[src/design/sfec_pkg.sv]
package sfec_pkg;

    // Internal widths sized for the largest grid (15 x 15 sites, 16 rounds)
    localparam int STEP_W      = 4;
    localparam int COORD_W     = 4;
    localparam int SITE_W      = 8;
    localparam int SLOT_W      = 5;
    localparam int IDX_W       = 14;
    localparam int PORT_SLOT_W = 4;
    localparam int PORT_SITE_W = 7;
    localparam int VALUE_W     = 32;
    localparam int QUEUE_DEPTH = 4;
    localparam int QPTR_W      = 2;

    typedef enum logic {
        CMD_BIT  = 1'b0,
        CMD_READ = 1'b1
    } t_cmd;

    typedef enum logic {
        RESULT_OUTCOME = 1'b0,
        RESULT_READ    = 1'b1
    } t_kind;

    typedef struct packed {
        logic [STEP_W-1:0]  step;
        logic [COORD_W-1:0] row;
        logic [COORD_W-1:0] col;
        logic [SITE_W-1:0]  site;
    } t_flip;

    // One histogram operation: a read, or an end-of-shot outcome
    typedef struct packed {
        t_kind                  kind;
        logic                   access;
        logic                   matched;
        logic [1:0]             flips;
        logic                   edge_type;
        logic [PORT_SLOT_W-1:0] edge_slot;
        logic [PORT_SITE_W-1:0] edge_site;
        logic [IDX_W-1:0]       idx;
    } t_job;

    typedef struct packed {
        logic full;
        logic empty;
    } t_q_status;

    typedef struct packed {
        logic clearing;
    } t_back_status;

endpackage

[src/design/sfec_queue.sv]
module sfec_queue (
    input  logic                 i_clk,
    input  logic                 i_rst_n,
    input  logic                 i_push,
    input  sfec_pkg::t_job       i_job,
    input  logic                 i_pop,
    output sfec_pkg::t_job       o_job,
    output sfec_pkg::t_q_status  o_status
);
    import sfec_pkg::*;

    t_job              r_slots [QUEUE_DEPTH];
    logic [QPTR_W-1:0] r_wr_ptr;
    logic [QPTR_W-1:0] r_rd_ptr;
    logic [QPTR_W:0]   r_count, n_count;

    always_comb begin
        unique case ({i_push, i_pop})
            2'b10:   n_count = r_count + 1'b1;
            2'b01:   n_count = r_count - 1'b1;
            default: n_count = r_count;
        endcase
    end

    always_ff @(posedge i_clk) begin
        if (!i_rst_n) begin
            r_wr_ptr <= '0;
            r_rd_ptr <= '0;
            r_count  <= '0;
        end else begin
            if (i_push) begin
                r_wr_ptr <= r_wr_ptr + 1'b1;
            end
            if (i_pop) begin
                r_rd_ptr <= r_rd_ptr + 1'b1;
            end
            r_count <= n_count;
        end
    end

    always_ff @(posedge i_clk) begin
        if (i_push) begin
            r_slots[r_wr_ptr] <= i_job;
        end
    end

    assign o_job          = r_slots[r_rd_ptr];
    assign o_status.full  = (r_count == (QPTR_W+1)'(QUEUE_DEPTH));
    assign o_status.empty = (r_count == '0);

endmodule

[config.mk]
export PLATFORM = sky130hd
export DESIGN_NAME = sfec_queue
export DESIGN_NICKNAME = d
export VERILOG_FILES = /design/src/design/sfec_pkg.sv /design/src/design/sfec_queue.sv
export SDC_FILE = /design/constraint.sdc
export NUM_CORES = 1
export LEC_CHECK = 0
export BUFFER_PORTS_ARGS = -buffer_cell sky130_fd_sc_hd__buf_2
export CAP_MARGIN = 20
export CORE_MARGIN = 2
export CORE_UTILIZATION = 28
export DETAILED_ROUTE_END_ITERATION = 7
export GPL_TIMING_DRIVEN = 0
export MAX_ROUTING_LAYER = met4
export PLACE_DENSITY = 0.45
export SYNTH_ARGS = -nofsm -noshare
export SYNTH_HDL_FRONTEND = slang
export SYNTH_SLANG_ARGS = --single-unit
[constraint.sdc]
create_clock -name i_clk -period 2.2 [get_ports i_clk]
set_clock_uncertainty 0.15 [all_clocks]
set_input_delay 0.33 -clock i_clk [delete_from_list [all_inputs] [get_ports i_clk]]
set_output_delay 0.33 -clock i_clk [all_outputs]
set_load 0.01 [all_outputs]
==> results.py, run 1 <==
metrics = {
    "yosys": {
        "syn_area_sq_mm": 0.00492,
        "synth_area_leader_cell": "edfxtp_1",
        "syn_inst": 207,
        "synth.top_cells.by_count": "124 x edfxtp_1, 30 x mux4_2, 10 x and2_1, 9 x dfxtp_1, 6 x inv_1",
        "synth_edf_count": 124,
        "synth_seq_area_share": 0.793,
        "syn_area_per_cell_sq_um": 23.8,
        "yosysWarnings": 0,
        "syn-num-nets": 248,
        "synth.area.top_cells": "edfxtp_1 76%, mux4_2 14%, dfxtp_1 3.7%",
        "synth_flop_cell": "edfxtp_1",
        "synth_top_cell_area_share": 0.756,
        "async_flop_share": 0,
        "yosysMostFrequentCell": "edfxtp_1",
        "synth.distinct_cells": 20,
        "synth_seq_cells": 133,
    },
    "setup_path": {
        "critPathLaunchType": "register",
        "path_buf_inv": 2,
        "required_ns": 1.72,
        "crit_family": "multiplexers",
        "path_max_fanout": 10,
        "crit_cells": 3,
        "end_kind": "output port",
        "worstPathArrival_ns": 1.66,
        "slowest_stage": "mux4_2",
        "critical-path-max-stage-delay_ns": 0.53,
        "critical_path.cell_chain": "buf_12 > mux4_2 > buf_2",
        "reg2regPathDepth": 4,
        "crit_type": "register to output port",
    },
    "drt": {
        "drt-initial-drc-count": 131,
        "vias_per_cell": 4.13,
        "ant_nets": 0,
        "drc": 0,
        "routed_wl_um": 9250,
        "dr.pass1.iters": 4,
        "vias": 2337,
        "wl_per_cell_um": 16.3,
    },
    "floorplan": {
        "coreArea_sq_mm": 0.0172,
        "ios": 68,
        "initial_core_util": 0.286,
        "dieArea_sq_mm": 0.0187,
        "fp.dieH_um": 137,
        "std_cell_rows": 48,
        "die_w_um": 137,
    },
    "cells_and_area": {
        "drive_above_1_share": 0.399,
        "layout.nets": 369,
        "syn2layout_area_growth_pct": 35.1,
        "nFillCells": 1584,
        "antenna_cells": 0,
        "fin_area_sq_mm": 0.00665,
        "final-instance-count-excl-fill": 566,
    },
    "sta": {
        "hold_viol": 0,
        "hold_ws_ns": 0.0691,
        "worst_pin_slew_ns": 0.524,
        "fin_crit_ns": 2.14,
        "rsz0062_at_grt": "yes",
        "max_freq_ghz": 0.467,
        "relSlewSlack": 0.651,
        "period_share": 0.973,
        "finalMaxSlewViolations": 0,
        "setup_viol": 0,
    },
    "grt": {
        "grt_overflow": 0,
        "antenna_found_initial": 0,
        "grt_pass1_vias": 2554,
        "grt_max_degree": 28,
        "gr-usage-all-layers": 0.111,
        "grt_pass1_wl_um": 14200,
    },
    "clocking": {
        "clk_pin_slew_ns": 0.06,
        "clock-sinks": 133,
        "numCtsBuffers": 17,
        "clk_path_buf_depth": 2,
        "cts_setup_buffers": 0,
        "cts_tree": "done",
        "clock_latency_ns": 0.41,
        "cts_htree_levels": 4,
        "clockRootBuffer": "clkbuf_16",
    },
    "power": {
        "p_seq_frac": 0.448,
        "power_density_mw_per_mm2": 986,
        "clock_power_share": 0.452,
        "intPower_w": 0.00524,
        "p_comb_frac": 0.100,
        "switching_share": 0.201,
        "vdd_ir_drop_max_mv": 0.659,
        "switchingPower_w": 0.00132,
        "power.leakage_nw": 2.30,
    },
    "placed_design": {
        "io_buffers": 67,
        "hpwl_um": 5790,
        "place.gp.congestion": 0.675,
        "dp_cells": 503,
        "place_area_sq_mm": 0.00565,
    },
    "job": {
        "drv_cap": 0,
    },
    "min_path": {
        "holdPathStages": 2,
        "hp-class": "primary input to register",
    },
    "outcome": {
        "outcome": "completed",
    },
}
worst reg2reg max path: stages, from the launching register on:
cell and delay [ns]:
dfxtp_1 0.35, inv_1 0.09, ha_1 0.14, and2_2 0.47
buf_16 0.23
cell families after synthesis:
group                      share of synthesized area
adders and majority gates                     0.0168
DFF                                            0.793
xor gates and xnor gates                     0.00889
buffers and inverters                         0.0145
AOI/OAI and AO/OA                            0.00356
and+or+nand+nor                               0.0191
muxes                                          0.145
power by group through the flow:
stage | combinational [W] | clock [W] | sequential [W]
after floorplan | 0.000338 | 0 | 0.00298
after global placement | 0.000566 | 0 | 0.00299
after detailed placement | 0.000598 | 0 | 0.00299
after CTS | 0.000656 | 0.00305 | 0.00294
after global routing | 0.000720 | 0.00313 | 0.00295
final | 0.000655 | 0.00296 | 0.00294
registers in the layout (all words and copies together), names as in the netlist, named ones only:
register / flops
r_count: 3
r_rd_ptr: 2
r_slots: 124
r_wr_ptr: 2
routing by layer:
metal / vias up / routed length [um] / track usage
met5: - / 0 / -
met4: 0 / 116 / 0.0451
met3: 7 / 431 / 0.0407
met2: 52 / 4640 / 0.174
met1: 1182 / 4060 / 0.130
li1: 1096 / - / -
per-stage QoR:
step                      setup TNS (ns)  utilization  worst slack [ns]  power (W)
after floorplan                        0            -             0.351    0.00332
after global placement            -49.00        0.322            -0.408    0.00356
after detailed placement               0        0.328             0.202    0.00359
after CTS                              0        0.383            0.0138    0.00664
after global routing             -0.0377        0.386           -0.0145    0.00680
final                                  0        0.386            0.0585    0.00656
cell usage in the layout (no fill, tap or decap), drive strengths merged, types with 2 or more instances in the layout:
master         n
clkbuf        20
ha             5
buf           77
xor2           3
bufinv         5
o21ai          2
mux4          31
inv            6
dlygate4sd3   31
xnor2          2
nand2          2
clkinv         5
dfxtp          9
clkinvlp       2
edfxtp       124
and2          10
what timing repair did:
item	4_1_cts	5_1_grt
hold endpoints to repair	124	0
gates resized for setup	8	7
endpoints found under the setup margin	30	8
hold buffers	31	0
pin swaps	0	0
final timing paths:
path,startpoint,end,slack [ns]
setup / recovery,register,o_job[10],0.06
hold / removal,i_rst_n,r_wr_ptr[0],0.07
hold reg to reg,r_count[2],r_count[2],0.36
setup reg to reg,r_wr_ptr[0],r_slots[0][30],0.46
layout make-up:
cell class                 count  area (sq um)  share of cell area
clock buffer                  20           437              0.0656
timing repair buffer         102           792               0.119
sequential                   133          3910               0.587
tap                          225           282              0.0423
clock inverter                12           184              0.0276
multi-input combinational     62           955               0.143
inverter                       6          22.5             0.00338
buffer                         6          75.1              0.0113
Note: power is estimated with default switching activity, not from simulation.
==> run 2: changes to the inputs <==
--- a/config.mk
+++ b/config.mk
@@ -7,12 +7,14 @@
 export LEC_CHECK = 0
 export BUFFER_PORTS_ARGS = -buffer_cell sky130_fd_sc_hd__buf_2
 export CAP_MARGIN = 20
+export CELL_PAD_IN_SITES_DETAIL_PLACEMENT = 0
+export CELL_PAD_IN_SITES_GLOBAL_PLACEMENT = 1
 export CORE_MARGIN = 2
 export CORE_UTILIZATION = 28
 export DETAILED_ROUTE_END_ITERATION = 7
 export GPL_TIMING_DRIVEN = 0
 export MAX_ROUTING_LAYER = met4
-export PLACE_DENSITY = 0.45
+export PLACE_DENSITY = 0.49
 export SYNTH_ARGS = -nofsm -noshare
 export SYNTH_HDL_FRONTEND = slang
 export SYNTH_SLANG_ARGS = --single-unit
==> results.py, run 2 (synthesized netlist as in run 1, its figures left out) <==
metrics = {
    "clocking": {
        "cts_setup_buffers": 0,
        "numCtsBuffers": 17,
        "clock_latency_ns": 0.41,
        "clock-sinks": 133,
        "clockRootBuffer": "clkbuf_16",
        "clk_pin_slew_ns": 0.05,
        "clk_path_buf_depth": 2,
        "cts_tree": "done",
        "cts_htree_levels": 4,
    },
    "outcome": {
        "outcome": "completed",
    },
    "placed_design": {
        "place_area_sq_mm": 0.00565,
        "hpwl_um": 5790,
        "io_buffers": 67,
        "dp_cells": 503,
        "place.gp.congestion": 0.658,
    },
    "drt": {
        "ant_nets": 0,
        "wl_per_cell_um": 16.7,
        "routed_wl_um": 9450,
        "drc": 0,
        "vias_per_cell": 4.20,
        "drt-initial-drc-count": 142,
        "vias": 2374,
        "dr.pass1.iters": 5,
    },
    "sta": {
        "setup_viol": 0,
        "max_freq_ghz": 0.463,
        "finalMaxSlewViolations": 0,
        "period_share": 0.981,
        "rsz0062_at_grt": "yes",
        "relSlewSlack": 0.644,
        "worst_pin_slew_ns": 0.534,
        "fin_crit_ns": 2.16,
        "hold_viol": 0,
    },
    "power": {
        "power.leakage_nw": 2.30,
        "vdd_ir_drop_max_mv": 0.562,
        "power_density_mw_per_mm2": 979,
    },
    "floorplan": {
        "coreArea_sq_mm": 0.0172,
        "die_w_um": 137,
        "fp.dieH_um": 137,
        "initial_core_util": 0.286,
        "ios": 68,
        "dieArea_sq_mm": 0.0187,
        "std_cell_rows": 48,
    },
    "setup_path": {
        "worstPathArrival_ns": 1.68,
        "path_max_fanout": 10,
        "end_kind": "output port",
        "required_ns": 1.72,
        "critical-path-max-stage-delay_ns": 0.55,
        "critPathLaunchType": "register",
        "critical_path.cell_chain": "buf_12 > mux4_2 > buf_6",
        "crit_type": "register to output port",
        "slowest_stage": "mux4_2",
    },
    "cells_and_area": {
        "final_cell_mix": "124 x edfxtp_1, 60 x buf_2, 31 x dlygate4sd3_1, 30 x mux4_2, 17 x clkbuf_16",
        "largest_reg_flops": 124,
        "layout_commonest_cell": "edfxtp_1",
        "fin_area_sq_mm": 0.00665,
        "drive_above_1_share": 0.412,
        "final-instance-count-excl-fill": 565,
        "syn2layout_area_growth_pct": 35.1,
        "max_flop_register": "r_slots",
        "antenna_cells": 0,
        "layout.nets": 369,
        "top_regs": "r_slots x124, r_count x3",
    },
    "min_path": {
        "hp-class": "primary input to register",
    },
    "grt": {
        "grt_overflow": 0,
        "grt_max_degree": 28,
        "grt_pass1_wl_um": 14500,
        "gr-usage-all-layers": 0.115,
        "antenna_found_initial": 0,
        "grt_pass1_vias": 2594,
    },
    "job": {
        "drv_cap": 0,
    },
}
-- run 2: metrics by stage --
step / hold slack (ns) / total power (W) / setup TNS [ns] / utilization / setup WS [ns]
2_1_floorplan: 0.279 / 0.00332 / 0 / - / 0.351
3_3_place_gp: 0.348 / 0.00356 / -49.72 / 0.322 / -0.434
3_5_place_dp: 0.363 / 0.00359 / 0 / 0.328 / 0.202
4_1_cts: 0.0683 / 0.00659 / -0.0107 / 0.383 / -0.00519
5_1_grt: 0.0783 / 0.00676 / -0.128 / 0.386 / -0.0314
6_report: 0.0748 / 0.00651 / 0 / 0.386 / 0.0421
-- run 2: power by group --
part | internal, W | switching (W)
Clock | 0.00189 | 0.00103
Combinational | 0.000350 | 0.000312
Sequential | 0.00290 | 0.0000391
Total | 0.00514 | 0.00138
-- run 2: worst paths after layout --
kind                            slack, ns             end         from  cells past startpoint
worst max-delay path                 0.04        o_job[2]     register                      3
worst min register to register       0.37      r_count[2]   r_count[2]                      2
worst min-delay path                 0.07      r_count[1]      i_rst_n                      2
worst max register to register       0.46  r_slots[0][13]  r_wr_ptr[0]                      4
-- run 2: cell type report --
cell class,count,area (sq um)
Tap cell,225,282
Clock buffer,18,429
Timing Repair Buffer,102,792
Buffer,6,82.6
Multi-Input combinational cell,62,955
Fill cell,1573,10600
Sequential cell,133,3910
Clock inverter,13,183
Inverter,6,22.5
-- run 2: timing repair --
item	CTS	global route
setup endpoints to repair	30	21
endpoints found under the hold margin	124	0
gates resized for setup	9	9
hold buffers	31	0
pin swaps	0	0
-- run 2: critical path: cells and delay by family (launching register included) --
family,cells,cell delay (ns)
mux,1,0.55
buf+inv,2,0.32
flops,1,0.40
-- run 2: layer usage --
| layer | track usage | share of wire | up-vias | wire (um) |
|---|---|---|---|---|
| li1 | - | - | 1100 | - |
| met2 | 0.174 | 0.47 | 55 | 4440 |
| met3 | 0.0407 | 0.048 | 19 | 453 |
| met1 | 0.138 | 0.46 | 1200 | 4380 |
| met4 | 0.0503 | 0.019 | 0 | 175 |
| met5 | - | 0 | - | 0 |
==> run 3: changes to the inputs <==
--- a/config.mk
+++ b/config.mk
@@ -14,7 +14,7 @@
 export DETAILED_ROUTE_END_ITERATION = 7
 export GPL_TIMING_DRIVEN = 0
 export MAX_ROUTING_LAYER = met4
-export PLACE_DENSITY = 0.49
+export PLACE_DENSITY_LB_ADDON = 0.1
 export SYNTH_ARGS = -nofsm -noshare
 export SYNTH_HDL_FRONTEND = slang
 export SYNTH_SLANG_ARGS = --single-unit
==> results.py, run 3 (synthesized netlist as in run 1, its figures left out) <==
metrics = {
    "outcome": {
        "outcome": "completed",
    },
    "sta": {
        "fin_crit_ns": 2.15,
        "finalMaxSlewViolations": 0,
        "worst_pin_slew_ns": 0.548,
        "setup_viol": 0,
        "worst_slack_ns": 0.0454,
        "hold_ws_ns": 0.103,
        "rsz0062_at_grt": "yes",
        "max_freq_ghz": 0.464,
        "hold_viol": 0,
        "period_share": 0.979,
        "fin_setup_tns_ns": 0,
        "relSlewSlack": 0.634,
    },
    "cells_and_area": {
        "layout.nets": 369,
        "final-seq-area_sq_mm": 0.00391,
        "syn2layout_area_growth_pct": 33.7,
        "top_regs": "r_slots x124, r_count x3",
        "final-instance-count-excl-fill": 564,
        "max_flop_register": "r_slots",
        "nFillCells": 1587,
        "antenna_cells": 0,
        "largest_reg_flops": 124,
        "drive_above_1_share": 0.389,
        "final_cell_mix": "124 x edfxtp_1, 58 x buf_2, 31 x dlygate4sd3_1, 30 x mux4_2, 17 x clkbuf_16",
        "multi_input_area_sq_um": 955,
        "layout_commonest_cell": "edfxtp_1",
    },
    "grt": {
        "antenna_found_initial": 0,
        "grt_max_degree": 28,
        "grt_overflow": 0,
        "gr-usage-all-layers": 0.117,
        "grt_pass1_vias": 2660,
        "grt_pass1_wl_um": 14800,
    },
    "setup_path": {
        "critical-path-max-stage-delay_ns": 0.54,
        "slowest_stage": "mux4_2",
        "crit_type": "register to output port",
        "path_max_fanout": 10,
        "critical_path.cell_chain": "buf_12 > mux4_2 > buf_6",
        "critPathLaunchType": "register",
        "end_kind": "output port",
        "required_ns": 1.72,
        "worstPathArrival_ns": 1.67,
    },
    "placed_design": {
        "io_buffers": 67,
        "hpwl_um": 5860,
        "place.gp.congestion": 0.664,
        "preCtsSetupSlack_ns": 0.190,
        "dp_cells": 503,
    },
    "floorplan": {
        "dieArea_sq_mm": 0.0187,
        "ios": 68,
        "die_w_um": 137,
        "initial_core_util": 0.286,
        "fp.dieH_um": 137,
        "coreArea_sq_mm": 0.0172,
        "std_cell_rows": 48,
    },
    "power": {
        "vdd_ir_drop_max_mv": 0.511,
        "p_comb_frac": 0.108,
        "power_density_mw_per_mm2": 934,
        "p_seq_frac": 0.478,
        "power.leakage_nw": 2.27,
        "switchingPower_w": 0.00127,
        "switching_share": 0.206,
        "clock_power_share": 0.413,
        "total_power_w": 0.00615,
        "intPower_w": 0.00488,
    },
    "clocking": {
        "cts_htree_levels": 4,
        "clockRootBuffer": "clkbuf_16",
        "cts_tree": "done",
        "clk_path_buf_depth": 2,
        "clock_latency_ns": 0.41,
        "clock-sinks": 133,
        "numCtsBuffers": 17,
        "clk_pin_slew_ns": 0.05,
    },
    "drt": {
        "ant_nets": 0,
        "routed_wl_um": 9380,
        "vias": 2381,
        "wl_per_cell_um": 16.6,
        "drc": 0,
        "drt-initial-drc-count": 110,
        "vias_per_cell": 4.22,
        "dr.pass1.iters": 4,
    },
    "min_path": {
        "hp-class": "primary input to register",
    },
    "job": {
        "drv_cap": 0,
    },
}
[run 3: final cells by class]
type,count,share of cell area
buffer,6,0.0122
clock buffer,21,0.0669
inverter,6,0.00342
clock inverter,9,0.0133
multi-input combinational,62,0.145
tap,225,0.0428
sequential,133,0.593
timing repair buffer,102,0.123
[run 3: worst paths after layout]
kind	from	to	slack [ns]	cells past startpoint
max	register	o_job[15]	0.05	3
min	i_rst_n	r_wr_ptr[0]	0.10	2
max reg2reg	r_wr_ptr[0]	r_slots[2][19]	0.44	4
min reg2reg	r_count[2]	r_count[2]	0.36	2
[run 3: through the flow]
| stage | util | area, sq um |
|---|---|---|
| 2_1_floorplan | - | 4920 |
| 3_3_place_gp | 0.322 | 5540 |
| 3_5_place_dp | 0.328 | 5650 |
| 4_1_cts | 0.378 | 6520 |
| 5_1_grt | 0.382 | 6590 |
| 6_report | 0.382 | 6590 |
[run 3: worst max-delay path: cells and delay by family (launching register included)]
family	cells	cell delay, ns
flops	1	0.41
buf+inv	2	0.31
mux	1	0.54
[run 3: what timing repair did]
action / 4_1_cts / 5_1_grt
endpoints found under the hold margin: 124 / 0
setup endpoints to repair: 30 / 19
setup buffers: 0 / 0
hold buffers: 31 / 0
gates resized for setup: 8 / 12
[run 3: metal layers]
layer	vias up	GRT usage	routed length [um]
met3	14	0.0448	530
met5	-	-	0
met4	0	0.0503	133
met2	56	0.185	4670
li1	1095	-	-
met1	1216	0.132	4040
[run 3: power by group through the flow]
stage | Combinational (W) | Sequential, W | Clock [W]
floorplan | 0.000338 | 0.00298 | 0
global placement | 0.000568 | 0.00299 | 0
detailed placement | 0.000595 | 0.00299 | 0
CTS | 0.000651 | 0.00294 | 0.00262
global route | 0.000737 | 0.00295 | 0.00275
finish | 0.000667 | 0.00294 | 0.00254
