$ cat config.mk
export PLATFORM = sky130hd
export DESIGN_NAME = sfec_front
export DESIGN_NICKNAME = d
export VERILOG_FILES = /design/src/design/sfec_pkg.sv /design/src/design/sfec_front.sv
export SDC_FILE = /design/constraint.sdc
export NUM_CORES = 1
export LEC_CHECK = 0
export ABC_AREA = 0
export BUFFER_PORTS_ARGS = -buffer_cell sky130_fd_sc_hd__buf_2
export CAP_MARGIN = 20
export CORE_UTILIZATION = 67
export CTS_CLUSTER_SIZE = 10
export DETAILED_ROUTE_END_ITERATION = 6
export PLACE_DENSITY = 0.86
export RECOVER_POWER = 50
export SETUP_SLACK_MARGIN = 0.02
export SYNTH_ARGS = -nofsm -noshare
export SYNTH_HDL_FRONTEND = slang
export SYNTH_SLANG_ARGS = --single-unit
$ cat constraint.sdc
create_clock -name i_clk -period 7.3 [get_ports i_clk]
set_input_delay 0 -clock i_clk [delete_from_list [all_inputs] [get_ports i_clk]]
set_output_delay 0 -clock i_clk [all_outputs]
set_load 0.005 [all_outputs]
$ cat src/design/sfec_pkg.sv
package sfec_pkg;

    // Internal widths sized for the largest grid (15 x 15 sites, 16 rounds)
    localparam int STEP_W      = 4;
    localparam int COORD_W     = 4;
    localparam int SITE_W      = 8;
    localparam int SLOT_W      = 5;
    localparam int IDX_W       = 14;
    localparam int PORT_SLOT_W = 4;
    localparam int PORT_SITE_W = 7;
    localparam int VALUE_W     = 32;
    localparam int QUEUE_DEPTH = 4;
    localparam int QPTR_W      = 2;

    typedef enum logic {
        CMD_BIT  = 1'b0,
        CMD_READ = 1'b1
    } t_cmd;

    typedef enum logic {
        RESULT_OUTCOME = 1'b0,
        RESULT_READ    = 1'b1
    } t_kind;

    typedef struct packed {
        logic [STEP_W-1:0]  step;
        logic [COORD_W-1:0] row;
        logic [COORD_W-1:0] col;
        logic [SITE_W-1:0]  site;
    } t_flip;

    // One histogram operation: a read, or an end-of-shot outcome
    typedef struct packed {
        t_kind                  kind;
        logic                   access;
        logic                   matched;
        logic [1:0]             flips;
        logic                   edge_type;
        logic [PORT_SLOT_W-1:0] edge_slot;
        logic [PORT_SITE_W-1:0] edge_site;
        logic [IDX_W-1:0]       idx;
    } t_job;

    typedef struct packed {
        logic full;
        logic empty;
    } t_q_status;

    typedef struct packed {
        logic clearing;
    } t_back_status;

endpackage

$ cat src/design/sfec_front.sv
module sfec_front #(
    parameter int WIDTH        = 9,
    parameter int ROUNDS       = 8,
    parameter int BOUNDARY_SUM = 8
) (
    input  logic                              i_clk,
    input  logic                              i_rst_n,
    input  logic                              i_in_valid,
    output logic                              o_in_ready,
    input  logic                              i_command,
    input  logic                              i_syndrome_bit,
    input  logic                              i_read_type,
    input  logic [sfec_pkg::PORT_SLOT_W-1:0]  i_read_slot,
    input  logic [sfec_pkg::PORT_SITE_W-1:0]  i_read_site,
    input  sfec_pkg::t_back_status            i_back,
    input  sfec_pkg::t_q_status               i_q,
    output logic                              o_push,
    output sfec_pkg::t_job                    o_job
);
    import sfec_pkg::*;

    localparam int SITES   = WIDTH * WIDTH;
    localparam int SLOTS   = 2 * ROUNDS - 1;
    localparam int LSITE_W = $clog2(SITES);
    localparam int ROW_W   = $clog2(WIDTH);
    localparam int ROUND_W = $clog2(ROUNDS + 1);

    localparam logic [SITE_W:0] D_P2  = (SITE_W+1)'(2);
    localparam logic [SITE_W:0] D_M2  = (SITE_W+1)'(-2);
    localparam logic [SITE_W:0] D_PW  = (SITE_W+1)'(2 * WIDTH);
    localparam logic [SITE_W:0] D_MW  = (SITE_W+1)'(-2 * WIDTH);
    localparam logic [STEP_W:0] DS_P1 = (STEP_W+1)'(1);
    localparam logic [STEP_W:0] DS_M1 = (STEP_W+1)'(-1);
    localparam logic [COORD_W:0] BSUM = (COORD_W+1)'(BOUNDARY_SUM);

    logic adv;
    logic accept;
    logic accept_bit;

    // shot position
    logic [LSITE_W-1:0] r_site_pos;
    logic [ROW_W-1:0]   r_row_pos;
    logic [ROW_W-1:0]   r_col_pos;
    logic [ROUND_W-1:0] r_round_pos;

    // previous-round bit store
    logic r_prev [SITES];
    logic r_prev_q;

    // stage 1: accepted beat
    logic                   r_s1_valid;
    t_cmd                   r_s1_cmd;
    logic                   r_s1_bit;
    logic [ROUND_W-1:0]     r_s1_round;
    logic [ROW_W-1:0]       r_s1_row;
    logic [ROW_W-1:0]       r_s1_col;
    logic [LSITE_W-1:0]     r_s1_site;
    logic                   r_s1_last;
    logic                   r_s1_rd_type;
    logic [PORT_SLOT_W-1:0] r_s1_rd_slot;
    logic [PORT_SITE_W-1:0] r_s1_rd_site;

    // flip tracking
    t_flip      r_rec0, r_rec1, n_rec0, n_rec1, new_rec;
    logic [1:0] r_cnt, n_cnt;
    logic       s1_bit_go;
    logic       flip;

    // stage 2: shot end or read
    logic                   r_s2_valid;
    t_kind                  r_s2_kind;
    logic [1:0]             r_s2_cnt;
    t_flip                  r_s2_rec0, r_s2_rec1;
    logic                   r_s2_rd_type;
    logic [PORT_SLOT_W-1:0] r_s2_rd_slot;
    logic [PORT_SITE_W-1:0] r_s2_rd_site;

    // edge match
    logic [COORD_W:0]  pos_sum;
    logic              one_hit;
    logic [SITE_W-1:0] one_site;
    logic [SITE_W:0]   d;
    logic [STEP_W:0]   ds;
    logic [SITE_W:0]   pair_sum;
    logic [SLOT_W-1:0] step_sum;
    logic [SLOT_W-1:0] step_dbl;
    logic              near;
    logic              adj;
    logic              two_hit;
    logic [SLOT_W-1:0] two_slot;
    logic [SITE_W-1:0] two_site;
    logic              hit;
    logic [SLOT_W-1:0] hit_slot;
    logic [SITE_W-1:0] hit_site;
    logic              rd_ok;

    // stage 3: classified operation
    logic              r_s3_valid;
    t_kind             r_s3_kind;
    logic              r_s3_access;
    logic              r_s3_matched;
    logic [1:0]        r_s3_flips;
    logic              r_s3_type;
    logic [SLOT_W-1:0] r_s3_slot;
    logic [SITE_W-1:0] r_s3_site;
    logic [SLOT_W:0]   type_slot;

    assign adv        = !i_q.full;
    assign o_in_ready = adv && !i_back.clearing;
    assign accept     = i_in_valid && o_in_ready;
    assign accept_bit = accept && (t_cmd'(i_command) == CMD_BIT);

    always_ff @(posedge i_clk) begin
        if (!i_rst_n) begin
            r_site_pos  <= '0;
            r_row_pos   <= '0;
            r_col_pos   <= '0;
            r_round_pos <= '0;
        end else if (accept_bit) begin
            if (r_col_pos == ROW_W'(WIDTH - 1)) begin
                r_col_pos <= '0;
                r_row_pos <= (r_row_pos == ROW_W'(WIDTH - 1)) ? '0 : r_row_pos + 1'b1;
            end else begin
                r_col_pos <= r_col_pos + 1'b1;
            end
            if (r_site_pos == LSITE_W'(SITES - 1)) begin
                r_site_pos  <= '0;
                r_round_pos <= (r_round_pos == ROUND_W'(ROUNDS)) ? '0 : r_round_pos + 1'b1;
            end else begin
                r_site_pos <= r_site_pos + 1'b1;
            end
        end
    end

    // Same site comes back only one round later, so read and write never collide
    always_ff @(posedge i_clk) begin
        if (accept_bit) begin
            r_prev_q <= r_prev[r_site_pos];
        end
        if (s1_bit_go) begin
            r_prev[r_s1_site] <= r_s1_bit;
        end
    end

    always_ff @(posedge i_clk) begin
        if (!i_rst_n) begin
            r_s1_valid <= 1'b0;
        end else if (adv) begin
            r_s1_valid <= accept;
        end
    end

    always_ff @(posedge i_clk) begin
        if (adv) begin
            r_s1_cmd     <= t_cmd'(i_command);
            r_s1_bit     <= i_syndrome_bit;
            r_s1_round   <= r_round_pos;
            r_s1_row     <= r_row_pos;
            r_s1_col     <= r_col_pos;
            r_s1_site    <= r_site_pos;
            r_s1_last    <= (t_cmd'(i_command) == CMD_BIT)
                            && (r_site_pos == LSITE_W'(SITES - 1))
                            && (r_round_pos == ROUND_W'(ROUNDS));
            r_s1_rd_type <= i_read_type;
            r_s1_rd_slot <= i_read_slot;
            r_s1_rd_site <= i_read_site;
        end
    end

    assign s1_bit_go = r_s1_valid && adv && (r_s1_cmd == CMD_BIT);
    assign flip      = r_s1_valid && (r_s1_cmd == CMD_BIT) && (r_s1_round != '0)
                       && (r_s1_bit ^ r_prev_q);

    always_comb begin
        new_rec.step = STEP_W'(r_s1_round - ROUND_W'(1));
        new_rec.row  = COORD_W'(r_s1_row);
        new_rec.col  = COORD_W'(r_s1_col);
        new_rec.site = SITE_W'(r_s1_site);
        n_rec0 = r_rec0;
        n_rec1 = r_rec1;
        n_cnt  = r_cnt;
        if (flip) begin
            if (r_cnt == 2'd0) begin
                n_rec0 = new_rec;
            end else if (r_cnt == 2'd1) begin
                n_rec1 = new_rec;
            end
            if (r_cnt != 2'd3) begin
                n_cnt = r_cnt + 2'd1;
            end
        end
    end

    always_ff @(posedge i_clk) begin
        if (!i_rst_n) begin
            r_cnt  <= '0;
            r_rec0 <= '0;
            r_rec1 <= '0;
        end else if (s1_bit_go) begin
            if (r_s1_last) begin
                r_cnt  <= '0;
                r_rec0 <= '0;
                r_rec1 <= '0;
            end else begin
                r_cnt  <= n_cnt;
                r_rec0 <= n_rec0;
                r_rec1 <= n_rec1;
            end
        end
    end

    always_ff @(posedge i_clk) begin
        if (!i_rst_n) begin
            r_s2_valid <= 1'b0;
        end else if (adv) begin
            r_s2_valid <= r_s1_valid && ((r_s1_cmd == CMD_READ) || r_s1_last);
        end
    end

    always_ff @(posedge i_clk) begin
        if (adv) begin
            r_s2_kind    <= (r_s1_cmd == CMD_READ) ? RESULT_READ : RESULT_OUTCOME;
            r_s2_cnt     <= n_cnt;
            r_s2_rec0    <= n_rec0;
            r_s2_rec1    <= n_rec1;
            r_s2_rd_type <= r_s1_rd_type;
            r_s2_rd_slot <= r_s1_rd_slot;
            r_s2_rd_site <= r_s1_rd_site;
        end
    end

    // single flip: step toward the boundary, off-grid gives nothing
    assign pos_sum  = {1'b0, r_s2_rec0.row} + {1'b0, r_s2_rec0.col};
    assign step_dbl = {r_s2_rec0.step, 1'b0};

    always_comb begin
        one_hit  = 1'b0;
        one_site = r_s2_rec0.site;
        if (r_s2_rec0.col[0]) begin
            if (pos_sum < BSUM) begin
                one_hit  = (r_s2_rec0.col != '0);
                one_site = r_s2_rec0.site - SITE_W'(1);
            end else if (pos_sum > BSUM) begin
                one_hit  = (r_s2_rec0.col != COORD_W'(WIDTH - 1));
                one_site = r_s2_rec0.site + SITE_W'(1);
            end
        end else begin
            if (r_s2_rec0.row < r_s2_rec0.col) begin
                one_hit  = (r_s2_rec0.row != '0);
                one_site = r_s2_rec0.site - SITE_W'(WIDTH);
            end else if (r_s2_rec0.row > r_s2_rec0.col) begin
                one_hit  = (r_s2_rec0.row != COORD_W'(WIDTH - 1));
                one_site = r_s2_rec0.site + SITE_W'(WIDTH);
            end
        end
    end

    // two flips: data, measurement or hook edge
    assign d        = {1'b0, r_s2_rec0.site} - {1'b0, r_s2_rec1.site};
    assign ds       = {1'b0, r_s2_rec0.step} - {1'b0, r_s2_rec1.step};
    assign pair_sum = {1'b0, r_s2_rec0.site} + {1'b0, r_s2_rec1.site};
    assign step_sum = SLOT_W'(r_s2_rec0.step) + SLOT_W'(r_s2_rec1.step);
    assign near     = (d == D_P2) || (d == D_M2) || (d == D_PW) || (d == D_MW);
    assign adj      = (ds == DS_P1) || (ds == DS_M1);

    always_comb begin
        two_hit  = 1'b0;
        two_slot = step_sum;
        two_site = pair_sum[SITE_W:1];
        if ((ds == '0) && near) begin
            two_hit  = 1'b1;
            two_slot = step_dbl;
        end else if (adj && (d == '0)) begin
            two_hit  = 1'b1;
            two_site = r_s2_rec0.site;
        end else if (adj && near && (ds[STEP_W] == d[SITE_W])) begin
            two_hit  = 1'b1;
        end
    end

    always_comb begin
        hit      = 1'b0;
        hit_slot = step_dbl;
        hit_site = one_site;
        if (r_s2_cnt == 2'd1) begin
            hit = one_hit;
        end else if (r_s2_cnt == 2'd2) begin
            hit      = two_hit;
            hit_slot = two_slot;
            hit_site = two_site;
        end
    end

    assign rd_ok = (32'(r_s2_rd_slot) < 32'(SLOTS)) && (32'(r_s2_rd_site) < 32'(SITES));

    always_ff @(posedge i_clk) begin
        if (!i_rst_n) begin
            r_s3_valid <= 1'b0;
        end else if (adv) begin
            r_s3_valid <= r_s2_valid;
        end
    end

    always_ff @(posedge i_clk) begin
        if (adv) begin
            r_s3_kind <= r_s2_kind;
            if (r_s2_kind == RESULT_READ) begin
                r_s3_access  <= rd_ok;
                r_s3_matched <= 1'b0;
                r_s3_flips   <= '0;
                r_s3_type    <= r_s2_rd_type;
                r_s3_slot    <= SLOT_W'(r_s2_rd_slot);
                r_s3_site    <= SITE_W'(r_s2_rd_site);
            end else begin
                r_s3_access  <= hit;
                r_s3_matched <= hit;
                r_s3_flips   <= r_s2_cnt;
                r_s3_type    <= r_s2_rec0.col[0];
                r_s3_slot    <= hit_slot;
                r_s3_site    <= hit_site;
            end
        end
    end

    assign type_slot = (SLOT_W+1)'(r_s3_type ? SLOTS : 0) + (SLOT_W+1)'(r_s3_slot);
    assign o_push    = r_s3_valid && adv;

    always_comb begin
        o_job.kind      = r_s3_kind;
        o_job.access    = r_s3_access;
        o_job.matched   = r_s3_matched;
        o_job.flips     = r_s3_flips;
        o_job.edge_type = r_s3_matched & r_s3_type;
        o_job.edge_slot = r_s3_matched ? PORT_SLOT_W'(r_s3_slot) : '0;
        o_job.edge_site = r_s3_matched ? PORT_SITE_W'(r_s3_site) : '0;
        o_job.idx       = IDX_W'(IDX_W'(type_slot) * IDX_W'(SITES) + IDX_W'(r_s3_site));
    end

endmodule

==> reports/metrics.cfg, run 1 <==
[sta]
min_period_ns = 5.406
setup_tns_ns = 0
finClkSkew_ns = 0.01892
rsz0062_at_grt = false
setup_viol = 0
setup_slack_ns = 1.894
worst_pin_slew_ns = 3.490
drv_slew = 176
hold_viol_final = 0
slew_headroom_pct = -132.6
period_share_pct = 74.06
fmax_mhz = 185.0

[worst_setup_path]
crit_arrival_ns = 5.87
critical_path_required_ns = 7.76
crit_buf_inv = 1
max_stage_delay_ns = 2.11
end_kind = flip-flop
r2r_cells = 7
worstPathMaxFanout = 82
crit_path_frequent_cell = nor3_1
cp_top_family = simple AND/OR/NAND/NOR gates
setup.worst_path.class = reg2reg
cp.depth = 7
worstSetupStartpointType = flip-flop
worst_path_max_delay_cell = clkbuf_1
cp_cell_sequence = clkbuf_1 -> xnor2_1 -> nor3_1 -> nand3b_1 -> nor3_1 -> a22oi_1 -> nor2b_1

[final_layout]
antenna_cells = 0
drive_above_1_share_pct = 11.41
layout_common_cells = 182 x edfxtp_1, 140 x nor2_1, 80 x ha_1
nFillCells = 1166
areaGrowthSynthToFinish_pct = 10.64
final_common_cell = edfxtp_1
fin_nets = 1295
seqCellArea_mm2 = 0.006586
multi_input_area_mm2 = 0.005793

[clock_network]
cts_tree = built
clk_latency_ns = 0.54
cts.clk_slew.worst_paths_ns = 0.06
htree_levels = 1
cts_buffer_depth = 3
cts.sink_count = 238
root_buffer = clkbuf_16
numCtsBuffers = 28
post_cts_resize_count = 0

[global_routing]
grt_overflow = 0
antenna_found_initial = 0
first_global_vias = 9219
grt_max_degree = 83
grt.total_usage_pct = 30.58
grt_pass1_wl_um = 46690

[synth]
syn_area_mm2 = 0.01283
synth.distinct_cells = 73
syn-instance-count = 1135
synth-edff-count = 182
yosysSeqAreaShare_pct = 51.34
ys_ff_latch = 238
async_flop_share_pct = 0
ys.warnings.count = 0
ys.flop_type = edfxtp_1
syn_avg_cell_area_um2 = 11.30
syn_nets = 1243

[job]
cap_violations = 4

[floorplan]
ios = 53
dieHeight_um = 140.4
start_util_pct = 68.58
dieWidth_um = 140.4
core_area_mm2 = 0.01871
rows = 50
die_area_mm2 = 0.01971

[detailed_routing]
drc = 0
drtIter0Drc = 1042
ant_nets = 0
firstDrtPassIters = 6
post_drt_wl_per_cell_um = 20.33
vias_per_cell = 6.389
vias = 9220
drt-total-wl_um = 29340

[placed_design]
place_congestion = 0.8936
pre_cts_ws_ns = 3.287
port_buffers = 51
post-dp-hpwl_um = 18560

[hold_path]
hold_path_class = in2reg
hold_path_depth = 2

[power_and_ir_drop]
leakage_nw = 5.244
power.density_mw_per_mm2 = 238.5
peakVddDrop_mv = 0.2392

[outcome]
outcome = complete, but fails checks
violations = max-capacitance violations, max-slew violations

logic make-up after synthesis:
family / count (synthesis) / synth area share [%]
AOI/OAI and AO/OA: 204 / 11.23
and+or+nand+nor: 400 / 15.51
DFF: 238 / 51.34
buffers and inverters: 114 / 3.540
muxes: 53 / 6.739
xor gates and xnor gates: 38 / 2.594
adders and majority gates: 88 / 9.051
metal layers:
metal | routed length (um) | track usage [%] | share of wire (%)
met5 | 0 | 0 | 0
met4 | 1362 | 16.37 | 4.6
met1 | 11170 | 36.20 | 38
met3 | 2246 | 4.752 | 7.7
met2 | 14560 | 53.82 | 50
flip-flops by register name, summed over array words and instances (netlist names), 5 cells and up:
signal,count
r_prev,81
r_rec0,20
r_s2_rec0,20
r_rec1,12
r_s2_rec1,12
r_s3_site,8
r_s1_rd_site,7
r_s1_site,7
r_s2_rd_site,7
r_site_pos,7
r_s3_slot,5
cell usage after synthesis, types with 4 or more instances:
cell       instances  area [um^2]
and3_1             6        37.54
a211o_1            4        35.03
o31ai_1            4        30.03
a21boi_0           5        37.54
nor3b_1            5        37.54
nor2b_1           55        344.1
nand4_1            8        50.05
a32oi_1            4        35.03
o311ai_0           4        35.03
nand3b_1           6        45.04
inv_1             60        225.2
mux2_2            17        191.4
xor2_1            17        148.9
or2_2              6        37.54
a221o_1            4        40.04
dfxtp_1           56         1121
clkbuf_1          40        150.1
nand4b_1           6        52.55
a31oi_1            7        43.79
a21o_1            11        82.58
nand2b_1           7        43.79
ha_1              80         1001
nand2_1           74        277.8
o21a_1            10        75.07
a2111oi_0          5        43.79
nor4_1             7        43.79
o21bai_1           4        30.03
buf_1              6        22.52
mux4_2            25        563.0
o211ai_1           5        37.54
a22oi_1           30        225.2
fa_1               8        160.2
a211oi_1           5        37.54
edfxtp_1         182         5465
a21oi_1           39        195.2
o21ai_0           33        165.2
buf_4              4        30.03
and3b_1            4        35.03
mux2i_1           11        110.1
nor3_1            23        115.1
xnor2_1           21        183.9
and2_1            17        106.4
nand3_1           21        105.1
or3_1              4        25.02
nor2_1           140        525.5
area by class of cell:
cell class / instances / area share [%]
clock inverter: 3 / 0.3702
clock buffer: 49 / 5.492
tap: 234 / 2.063
timing repair buffer: 76 / 3.262
multi-input combinational: 783 / 40.81
inverter: 60 / 1.596
sequential: 238 / 46.40
path summary, 6_finish.rpt:
kind,slack [ns],from,end
max,1.89,r_s1_bit,r_rec1[2]
min,0.06,i_rst_n,r_round_pos[2]
max reg2reg,1.89,r_s1_bit,r_rec1[2]
min reg2reg,0.42,r_s1_rd_site[6],r_s2_rd_site[6]
report_power, final:
group | switching [W] | internal (W) | total [W]
Clock | 0.000517 | 0.000754 | 0.00127
Sequential | 0.0000333 | 0.00150 | 0.00153
Combinational | 0.000316 | 0.000266 | 0.000581
worst register-to-register path: stages (launching register included):
cell	delay, ns
edfxtp_1	0.34
clkbuf_1	2.11
xnor2_1	0.28
nor3_1	0.47
nand3b_1	0.59
nor3_1	1.11
a22oi_1	0.24
nor2b_1	0.20
through the flow:
| step | area [um^2] | utilization, % | hold slack, ns | std cells | total power [W] |
|---|---|---|---|---|---|
| after floorplan | 12830 | - | 0.03409 | 1135 | 0.001956 |
| after global placement | 13210 | 70.61 | 0.1772 | 1373 | 0.002106 |
| after detailed placement | 13210 | 70.61 | 0.1790 | 1373 | 0.002127 |
| after CTS | 14220 | 76.02 | 0.04322 | 1443 | 0.003388 |
| after global routing | 14190 | 75.88 | 0.08242 | 1443 | 0.003522 |
| final | 14190 | 75.88 | 0.05650 | 1443 | 0.003385 |
repair_timing:
| action | 4_1_cts | 5_1_grt |
|---|---|---|
| buffers inserted | 0 | 0 |
| endpoints found under the hold margin | 18 | 0 |
| hold buffers | 18 | 0 |
Note: power is estimated with default switching activity, not from simulation.
==> run 2, diff against run 1 <==
--- a/config.mk
+++ b/config.mk
@@ -5,13 +5,13 @@
 export SDC_FILE = /design/constraint.sdc
 export NUM_CORES = 1
 export LEC_CHECK = 0
-export ABC_AREA = 0
+export ABC_AREA = 1
 export BUFFER_PORTS_ARGS = -buffer_cell sky130_fd_sc_hd__buf_2
 export CAP_MARGIN = 20
-export CORE_UTILIZATION = 67
+export CORE_UTILIZATION = 62
 export CTS_CLUSTER_SIZE = 10
 export DETAILED_ROUTE_END_ITERATION = 6
-export PLACE_DENSITY = 0.86
+export PLACE_DENSITY = 0.8
 export RECOVER_POWER = 50
 export SETUP_SLACK_MARGIN = 0.02
 export SYNTH_ARGS = -nofsm -noshare
==> constraint.sdc (replaced) <==
create_clock -name i_clk -period 5.3 [get_ports i_clk]
set_input_delay 0 -clock i_clk [delete_from_list [all_inputs] [get_ports i_clk]]
set_output_delay 0 -clock i_clk [all_outputs]
set_load 0.005 [all_outputs]
==> reports/metrics.cfg, run 2 <==
[final_layout]
fin_nets = 1618
largest_register_ffs = 81
nFillCells = 1560
top_regs = r_prev: 81 flops, r_rec0: 20 flops, r_s2_rec0: 20 flops
antenna_cells = 0
areaGrowthSynthToFinish_pct = 11.08
drive_above_1_share_pct = 7.115
final_common_cell = nand2_1
layout_common_cells = 317 x nand2_1, 193 x nor2_1, 182 x edfxtp_1
largest-register = r_prev

[outcome]
outcome = complete, but fails checks
violations = max-capacitance violations, max-slew violations

[worst_setup_path]
r2r-end = r_prev_q
endpoint = o_job[12]
crit_arrival_ns = 4.64
end_kind = output port
r2r_cells = 11
startpoint = r_s3_type
critical_path_required_ns = 5.30
rr_startpoint = r_site_pos[0]
r2r_slack_ns = 1.64
worstPathMaxFanout = 6
worstSetupStartpointType = flip-flop
setup.worst_path.class = reg2out

[power_and_ir_drop]
peakVddDrop_mv = 0.2523
power.density_mw_per_mm2 = 327.5
leakage_nw = 5.965
comb_power_share_pct = 16.7
power.share.sequential_pct = 45.0
netSwitchingFraction_pct = 26.08
power.total_w = 0.004683
clkPwrFrac_pct = 38.3
internal_power_w = 0.003462
p_switching_w = 0.001222

[placed_design]
post-dp-hpwl_um = 19300
port_buffers = 51
place_congestion = 0.9276

[detailed_routing]
post_drt_wl_per_cell_um = 15.93
vias_per_cell = 5.620
drtIter0Drc = 894
vias = 10127
drt-total-wl_um = 28710
firstDrtPassIters = 5
drc = 0
ant_nets = 0

[global_routing]
grt_pass1_wl_um = 47170
antenna_found_initial = 0
grt_overflow = 0
grt.total_usage_pct = 27.36
grt_max_degree = 83
first_global_vias = 9704

[floorplan]
dieWidth_um = 146.1
rows = 52
dieHeight_um = 146.1
die_area_mm2 = 0.02135
ios = 53
core_area_mm2 = 0.02030
start_util_pct = 63.43

[synth]
syn_area_mm2 = 0.01288
synth_area_leaders = edfxtp_1 42%, nand2_1 9.2%, dfxtp_1 8.7%
synth-edff-count = 182
syn_avg_cell_area_um2 = 8.886
syn_nets = 1557
async_flop_share_pct = 0
yosysTopAreaCellShare_pct = 42.44
ys.flop_type = edfxtp_1
yosysMostFrequentCell = nand2_1
synth.largest_area_cell = edfxtp_1
synth.distinct_cells = 46
ys_ff_latch = 238
yosysSeqAreaShare_pct = 51.15
ys.warnings.count = 0
synthTopCellsByCount = 317 x nand2_1, 193 x nor2_1, 182 x edfxtp_1
syn-instance-count = 1449

[sta]
rsz0062_at_grt = false
period_share_pct = 87.48
setup_viol = 0
hold_viol_final = 0
min_period_ns = 4.637
worst_pin_slew_ns = 1.943
setup_tns_ns = 0
drv_slew = 117
finClkSkew_ns = 0.01043
fmax_mhz = 215.7
slew_headroom_pct = -29.53

[clock_network]
numCtsBuffers = 28
clk_latency_ns = 0.54
cts_buffer_depth = 3
cts.clk_slew.worst_paths_ns = 0.06
post_cts_resize_count = 0
cts_setup_buffers = 0
cts.sink_count = 238
postCtsHoldBufs = 19
root_buffer = clkbuf_16
htree_levels = 1
cts_tree = built

[hold_path]
hold_path_class = in2reg

[job]
cap_violations = 3

run 2: how the worst min path moves through the flow:
| stage | start | cells after the start | end | slack (ns) |
|---|---|---|---|---|
| global placement | i_read_site[3] | 1 | r_s1_rd_site[3] | 0.18 |
| finish | i_read_slot[3] | 2 | r_s1_rd_slot[3] | 0.17 |
| global route | i_read_slot[3] | 2 | r_s1_rd_slot[3] | 0.16 |
| detailed placement | i_read_site[5] | 1 | r_s1_rd_site[5] | 0.18 |
| CTS | i_read_slot[2] | 2 | r_s1_rd_slot[2] | 0.15 |
| floorplan | i_back | 1 | o_in_ready | 0.03 |
run 2: layout make-up:
class	instances	area, um^2	area share [%]
Inverter	167	628.1	4.392
Clock buffer	51	850.8	5.949
Tap cell	270	337.8	2.362
Multi-Input combinational cell	996	5400	37.76
Sequential cell	238	6586	46.05
Timing Repair Buffer	79	494.2	3.456
Clock inverter	1	5.005	0.03499
run 2: power by group through the flow:
stage	logic, W	registers (W)	clock network, W
after floorplan	0.000541	0.00213	0
after global placement	0.000751	0.00214	0
after detailed placement	0.000770	0.00214	0
after CTS	0.000787	0.00210	0.00181
after global routing	0.000888	0.00211	0.00189
final	0.000783	0.00211	0.00179
run 2: cell families after synthesis:
family                   Yosys count  synth area share [%]
flip-flops                       238                 51.15
XOR/XNOR                          29                 1.973
adder cells (fa/ha/maj)           88                 9.018
AO/OA/AOI/OAI                    226                 9.688
AND/OR/NAND/NOR                  653                 21.30
buffers and inverters            215                 6.870
run 2: metal layers:
metal / vias up / part of all wire [%] / wire length [um] / track usage [%]
met5: - / 0 / 0 / 0
met4: 0 / 2.1 / 606 / 8.646
met3: 57 / 8.3 / 2381 / 4.375
met2: 409 / 47 / 13470 / 45.00
li1: 4974 / - / - / -
met1: 4687 / 43 / 12250 / 37.38
run 2: worst max-delay path, stage by stage (launching register included):
cell and delay, ns:
edfxtp_1 0.52, ha_1 0.41, nand3_1 0.10, nand2_1 0.08, nand2_1 0.06, a21boi_0 0.50
ha_1 0.34, ha_1 0.21, fa_1 0.44, ha_1 0.34, nand2_1 0.08, o21ai_0 0.16
a21oi_1 0.08, o21ai_0 0.29, nand3_1 0.11, nand2_1 0.09, xor2_1 0.14, buf_2 0.13
run 2: metrics by stage:
step           util, %  cells  setup WS [ns]  instance area [um^2]  hold slack (ns)
6_report         70.46   1802         0.6635                 14300           0.1693
5_1_grt          70.46   1802         0.3554                 14300           0.1598
4_1_cts          70.59   1802         0.6447                 14330           0.1532
3_5_place_dp     65.44   1731          1.219                 13280           0.1781
3_3_place_gp     65.44   1731          1.371                 13280           0.1779
2_1_floorplan        -   1449          1.753                 12880          0.03420
==> run 3, diff against run 2 <==
--- a/config.mk
+++ b/config.mk
@@ -8,6 +8,7 @@
 export ABC_AREA = 1
 export BUFFER_PORTS_ARGS = -buffer_cell sky130_fd_sc_hd__buf_2
 export CAP_MARGIN = 20
+export CORE_ASPECT_RATIO = 1.2
 export CORE_UTILIZATION = 62
 export CTS_CLUSTER_SIZE = 10
 export DETAILED_ROUTE_END_ITERATION = 6
==> reports/metrics.cfg, run 3 (synthesized netlist as in run 2, its figures left out) <==
[detailed_routing]
drc = 0
vias_per_cell = 5.610
drtIter0Drc = 731
drt-total-wl_um = 27910
post_drt_wl_per_cell_um = 15.54
vias = 10076
firstDrtPassIters = 6
ant_nets = 0

[clock_network]
cts.sink_count = 238
cts_tree = built
cts_setup_buffers = 0
cts_buffer_depth = 3
post_cts_resize_count = 0
postCtsHoldBufs = 19
clk_latency_ns = 0.53
htree_levels = 1
root_buffer = clkbuf_16
numCtsBuffers = 28
cts.clk_slew.worst_paths_ns = 0.06

[placed_design]
port_buffers = 51
place_congestion = 1.012
place_inst = 1726
post-dp-hpwl_um = 19080

[floorplan]
die_area_mm2 = 0.02135
dieWidth_um = 133.6
ios = 53
dieHeight_um = 159.9
core_area_mm2 = 0.02033
start_util_pct = 63.35
rows = 57

[final_layout]
nFillCells = 1535
fin_nets = 1618
largest_register_ffs = 81
top_regs = r_prev: 81 flops, r_rec0: 20 flops, r_s2_rec0: 20 flops
areaGrowthSynthToFinish_pct = 10.83
final_util_pct = 70.21
fin_cells = 1796
layout_common_cells = 317 x nand2_1, 193 x nor2_1, 182 x edfxtp_1
antenna_cells = 0
final_common_cell = nand2_1
largest-register = r_prev
drive_above_1_share_pct = 6.989

[worst_setup_path]
rr_startpoint = r_s1_bit
critical_path_required_ns = 5.30
worstPathMaxFanout = 6
r2r_slack_ns = 1.10
r2r_cells = 9
setup.worst_path.class = reg2out
worstSetupStartpointType = flip-flop
crit_arrival_ns = 4.51
end_kind = output port
r2r-end = r_rec0[19]

[sta]
hold_viol_final = 0
worst_pin_slew_ns = 3.096
setup_viol = 0
fmax_mhz = 221.5
drv_slew = 206
min_period_ns = 4.515
slew_headroom_pct = -106.4
setup_tns_ns = 0
rsz0062_at_grt = false
period_share_pct = 85.18
finClkSkew_ns = 0.01737
fin_hold_ws_ns = 0.1912

[hold_path]
hold_path_class = in2reg
whs_endpoint = r_s1_rd_slot[1]
min-delay-start = i_read_slot[1]
hold_path_depth = 2

[global_routing]
grt_max_degree = 83
grt_pass1_wl_um = 45060
grt.total_usage_pct = 26.42
first_global_vias = 9538
antenna_found_initial = 0
grt_overflow = 0

[outcome]
violations = max-capacitance violations, max-slew violations
outcome = complete, but fails checks

[job]
cap_violations = 3

[power_and_ir_drop]
power.density_mw_per_mm2 = 323.7
peakVddDrop_mv = 0.3433
leakage_nw = 5.949

## run 3: cell count changes in the layout (fill, tap and decap cells not counted)
cell and change:
buf_4 -1, clkbuf_1 +1, clkbuf_16 -1, clkinv_2 -1, inv_6 +1
## run 3: layout make-up
class | count | area, um^2 | share of cell area [%]
Sequential cell | 238 | 6586 | 46.15
Multi-Input combinational cell | 996 | 5400 | 37.84
Clock buffer | 50 | 825.8 | 5.786
Inverter | 167 | 628.1 | 4.401
Timing Repair Buffer | 79 | 490.5 | 3.437
Tap cell | 265 | 331.6 | 2.323
Clock inverter | 1 | 8.758 | 0.06137
## run 3: routing by layer
metal | global-route usage, % | vias to the layer above | wire (um)
met4 | 13.07 | 0 | 1340
met5 | 0 | - | 0
met3 | 2.444 | 101 | 1552
met2 | 49.20 | 379 | 14480
li1 | - | 4974 | -
met1 | 29.96 | 4622 | 10540
## run 3: metrics by stage
step / cell area (um^2) / total power, W / setup WS [ns]
2_1_floorplan: 12880 / 0.002673 / 1.753
3_3_place_gp: 13280 / 0.002886 / 1.370
3_5_place_dp: 13280 / 0.002905 / 1.309
4_1_cts: 14300 / 0.004638 / 0.7362
5_1_grt: 14270 / 0.004831 / 0.4414
6_report: 14270 / 0.004620 / 0.7853
## run 3: report_power, final
group	internal [W]	total [W]	switching, W
Sequential	0.00207	0.00211	0.0000391
Clock	0.00104	0.00174	0.000695
Combinational	0.000324	0.000776	0.000452
## run 3: worst max path at each step
stage	start	to	slack, ns
2_1_floorplan	r_s3_type	o_job[12]	1.75
3_3_place_gp	r_s3_type	o_job[12]	1.37
3_5_place_dp	r_s3_type	o_job[12]	1.31
4_1_cts	r_s3_type	o_job[12]	0.74
5_1_grt	r_s3_type	o_job[12]	0.44
6_report	r_s3_type	o_job[12]	0.79
## run 3: critical path, cell delays in order, from the launching register on
cell      delay (ns)
edfxtp_1        0.51
ha_1            0.31
fa_1            0.40
xor2_1          0.30
ha_1            0.29
ha_1            0.32
fa_1            0.46
ha_1            0.35
nand2_1         0.08
o21ai_0         0.15
a21oi_1         0.09
o21ai_0         0.26
nand3_1         0.10
nand2_1         0.09
xor2_1          0.13
buf_2           0.12
